`src/rtl/gfa_ram.sv`:
```
`timescale 1ns / 1ps
// ----------------------------------------------------------------------------
// gfa_ram
// Simple dual-port RAM, one write and one registered read per cycle.
// ----------------------------------------------------------------------------
module gfa_ram #(
    parameter int W = 8,
    parameter int D = 64
) (
    input  logic                 clk,
    input  logic                 we,
    input  logic [$clog2(D)-1:0] waddr,
    input  logic [W-1:0]         wdata,
    input  logic [$clog2(D)-1:0] raddr,
    output logic [W-1:0]         rdata
);

    logic [W-1:0] mem [D];

    always_ff @(posedge clk)
    begin
        if (we)
        begin
            mem[waddr] <= wdata;
        end
        rdata <= mem[raddr];
    end

endmodule

```
`config.mk`:
```
export PLATFORM = sky130hd
export DESIGN_NAME = gfa_ram
export DESIGN_NICKNAME = d
export VERILOG_FILES = /design/src/rtl/gfa_ram.sv
export SDC_FILE = /design/constraint.sdc
export NUM_CORES = 1
export LEC_CHECK = 0
export ABC_AREA = 1
export BUFFER_PORTS_ARGS = -buffer_cell sky130_fd_sc_hd__buf_2
export CORE_UTILIZATION = 40
export DETAILED_ROUTE_END_ITERATION = 7
export GPL_TIMING_DRIVEN = 0
export PLACE_DENSITY = 0.63
export SYNTH_ARGS = -nofsm -noshare
export SYNTH_HDL_FRONTEND = slang
export SYNTH_SLANG_ARGS = --single-unit
```
`constraint.sdc`:
```
create_clock -name clk -period 2.9 [get_ports clk]
set_input_delay 0.29 -clock clk [delete_from_list [all_inputs] [get_ports clk]]
set_output_delay 0.29 -clock clk [all_outputs]
set_load 0.02 [all_outputs]
```
**Word-level counts from Yosys, hierarchy flattened**

Memories as Yosys holds them, arrays and structs flattened. A register that Yosys moved wholly into a read port is not among the register bits.
Index checks and enable logic that the tools add are counted.
W data, S select, Z words.

- Muxes and demuxes: 2

Operator list:

| operator | number |
|---|---|
| $mux W1 | 2 |

- Logic and storage cells: 3
- Bits in writable memories: 512
- Memories: 1
- Bits of input ports: 22
- Bits in registers: 0
- Output and inout bits: 8

Memories:

| memory | words | bits a word | read ports | clocked after Yosys merged registers in | wr ports | line | RTL |
|---|---|---|---|---|---|---|---|
| mem | 64 | 8 | 1 | 1 | 1 | 18 | `logic [W-1:0] mem [D];` |

**Depth between registers and ports, before layout**

- Word-level depth: 2
- Gate-level depth with buffers: 12

**Least setup slack after synthesis**

Ideal clock, no wire load.

- Kind: input-to-reg
- Start point: in we
- End point: mem mem[48][0] (enable)
- Path slack: 0.844 ns
- Buffers on the path: 1
- Stages on the path: 3
- Data required time: 2.505 ns
- Arrival: 1.661 ns
- Cell sequence: clkbuf_1 -> nand4_1 -> nor4_1

- Word-level cells in the longest chain between the ends: 2

RTL lines:

| element | line | RTL |
|---|---|---|
| start: declaration | 11 | `input logic we,` |
| $mux W1 | 22 | `if (we)` |
| $mux W1 (not written as such) | 24 | `mem[waddr] <= wdata;` |
| end: declaration | 18 |  |

Every way passes these cells.

**Final worst setup path**

- Start point: in waddr[0]
- End point: mem mem[26][2] (enable)

RTL lines:

| element | line | RTL |
|---|---|---|
| start: declaration | 12 | `input logic [$clog2(D)-1:0] waddr,` |

Straight into the memory's write port.

==> results.cfg <==
[grt]
initial_antenna_violation_count = 1
grt_first_pass_wirelength_um = 88720
grt_overflow_total = 0
first_global_vias = 13530
grt_usage_pct = 22.84
grt_start_max_net_pins = 65

[detailed_routing]
drt_first_iter_violations = 1751
drt_first_pass_iters = 6
post_drt_wl_per_cell_um = 23.44
remaining_drc_errors = 0
vias_per_cell = 5.473
route.final.wire_length_um = 61400
vias = 14330
drt_antenna_net_count = 0

[worst_setup_path]
worstSetupStartpointType = input port
crit_arrival_ns = 2.71
path_max_fanout = 9
worst-setup-path-type = input port to flop
critical_path_required_ns = 3.11
endpoint_type_of_the_worst_setup_path = flop

[layout]
register_area_um2 = 15530
fillerInstances = 4701
syn2layout_area_growth_pct = 12.75
nets = 1911
finish.cell_count_without_fillers = 2619
area_of_combinational_cells_with_multiple_inputs_um2 = 4996
post_route_cells_drive_above_1_share_pct = 10.42

[sta]
final_critical_path_setup_slack_ns = 0.3918
final_cycle_utilization_of_the_critical_path_pct = 86.49
timing_max_transition_violations_final = 0
max_freq_mhz = 398.7
rsz0062_at_grt = false
tightest_slew_ns = 1.415
hold_viol_final = 0
fin_worst_skew_ns = 0.008799
final-setup-viol-count = 0
slew-limit-headroom_pct = 5.679
finalWorstPathRequiredPeriod_ns = 2.508

[floorplanning]
rows = 84
dieWidth_um = 233.0
fp.dieH_um = 233.0
die_area_um2 = 54280
coreArea_um2 = 52660
io_pins = 30
initial_core_utilization_pct = 40.53

[clocking]
cts_buffers = 51
worst_setup_hold_path_clk_slew_ns = 0.06
postCtsSetupRepairBufs = 0
ctsHtreeMaxLevel = 2
cts.path.max_buffers = 3
clock_tree.root_cell = clkbuf_16
clock_tree_from_tritoncts = built
worst_skew_pair.late_latency_ns = 0.59
number_of_cells_upsized_or_downsized_after_cts = 0
postCtsHoldBufs = 0
tritoncts_num_sinks = 520

[power]
power_density_nw_per_um2 = 658.8
total_leakage_power_nw = 8.644
vdd_drop_max_uv = 397.0

[synthesis]
yosys_register_bits = 520
synthCells = 1805
synth.yosys.seq_area_share_pct = 72.80
syn_area_per_cell_um2 = 11.82
ys_warn_count = 0
mappedNetlistArea_um2 = 21340
syn_nets = 1827
yosys.cell_types.count = 16

[outcome]
outcome = complete, no violations

[placement]
dp.final_hpwl_um = 41350
port_buffers = 21
gp_routability_congestion = 0.9393
dpl.cell_count = 2523
pre_cts_ws_ns = -0.1034

[worst_hold_path]
hold_path.class = input port to flop

[job]
drv_cap = 0
[metrics by stage]
step	cell area, um^2	utilization [%]	power, mW	hold WS (ns)	setup TNS [ns]
2_1_floorplan	21340	-	9.094	0.3889	0
3_3_place_gp	22310	42.36	9.576	0.7055	-3.587
3_5_place_dp	22440	42.61	9.604	0.7079	-1.349
4_1_cts	24030	45.64	15.89	0.1903	0
5_1_grt	24060	45.68	16.25	0.2179	0
6_report	24060	45.69	15.85	0.2152	0
[cell usage after synthesis]
| cell type | n | share of area [%] |
|---|---|---|
| nor4_1 | 8 | 0.23 |
| edfxtp_1 | 512 | 72 |
| buf_6 | 35 | 1.8 |
| dfxtp_1 | 8 | 0.75 |
| inv_2 | 1 | 0.018 |
| buf_1 | 10 | 0.18 |
| inv_6 | 1 | 0.041 |
| clkbuf_1 | 15 | 0.26 |
| buf_8 | 2 | 0.14 |
| buf_2 | 37 | 0.87 |
| buf_4 | 14 | 0.49 |
| nand2_1 | 648 | 11 |
| nand3_1 | 439 | 10 |
| inv_1 | 10 | 0.18 |
| nor2_1 | 56 | 0.99 |
| nand4_1 | 9 | 0.26 |
[where the power goes]
part	internal, mW	switching (mW)
clock	3.60	2.79
combinational	0.288	0.836
sequential	8.32	0.0150
[metal layers]
layer	up-vias	GRT usage (%)	part of all wire (%)
met5	-	0	0.023
met4	2	7.904	3.1
met3	99	5.588	10
met2	743	34.94	45
met1	6968	31.69	41
li1	6521	-	-
[path summary, 6_finish.rpt]
path                    from    endpoint  slack, ns  depth (start not counted)
setup / recovery    waddr[0]  mem[26][2]       0.39                          4
setup reg to reg  mem[27][0]    rdata[0]       1.45                          8
hold reg to reg   mem[40][5]    rdata[5]       0.92                          8
hold / removal      raddr[5]    rdata[5]       0.22                          3
[cells by family (layout without fill, tap and decap cells)]
family / Yosys count / in the layout / synth area share, %
simple gates: 1160 / 1160 / 23.18
buf+inv: 125 / 249 / 4.022
flops: 520 / 520 / 72.80
other cells: 0 / 2 / 0
[area by class of cell]
type                    count  area share (%)
inverters                  12          0.2080
plain buffers             113           3.359
clock buffers              69           5.887
diodes                      2         0.02080
clock inverters            24          0.7436
flip-flops and latches    520           64.57
well taps                 688           3.578
repair buffers             31          0.8736
multi-input cells        1160           20.76
[layout by cell type (no fill, tap or decap)]
master / Yosys / layout
buf_1: 10 / 10
buf_12: 0 / 2
buf_2: 37 / 56
buf_4: 14 / 24
buf_6: 35 / 35
buf_8: 2 / 2
bufinv_16: 0 / 2
clkbuf_1: 15 / 28
clkbuf_16: 0 / 53
clkbuf_8: 0 / 3
clkinv_1: 0 / 8
clkinv_2: 0 / 8
clkinv_4: 0 / 2
clkinvlp_4: 0 / 3
dfxtp_1: 8 / 8
diode_2: 0 / 2
edfxtp_1: 512 / 512
inv_1: 10 / 10
inv_2: 1 / 1
inv_6: 1 / 2
nand2_1: 648 / 648
nand3_1: 439 / 439
nand4_1: 9 / 9
nor2_1: 56 / 56
nor4_2: 0 / 8
[worst max-delay path, stage by stage]
cell and delay (ns):
clkbuf_1 0.22, inv_1 0.35, nand4_1 0.80, nor2_1 1.04
[state kept, by name, indices dropped and copies added (netlist names)]
register  count
mem         512
rdata         8
Power figures use the tool's default switching activity.
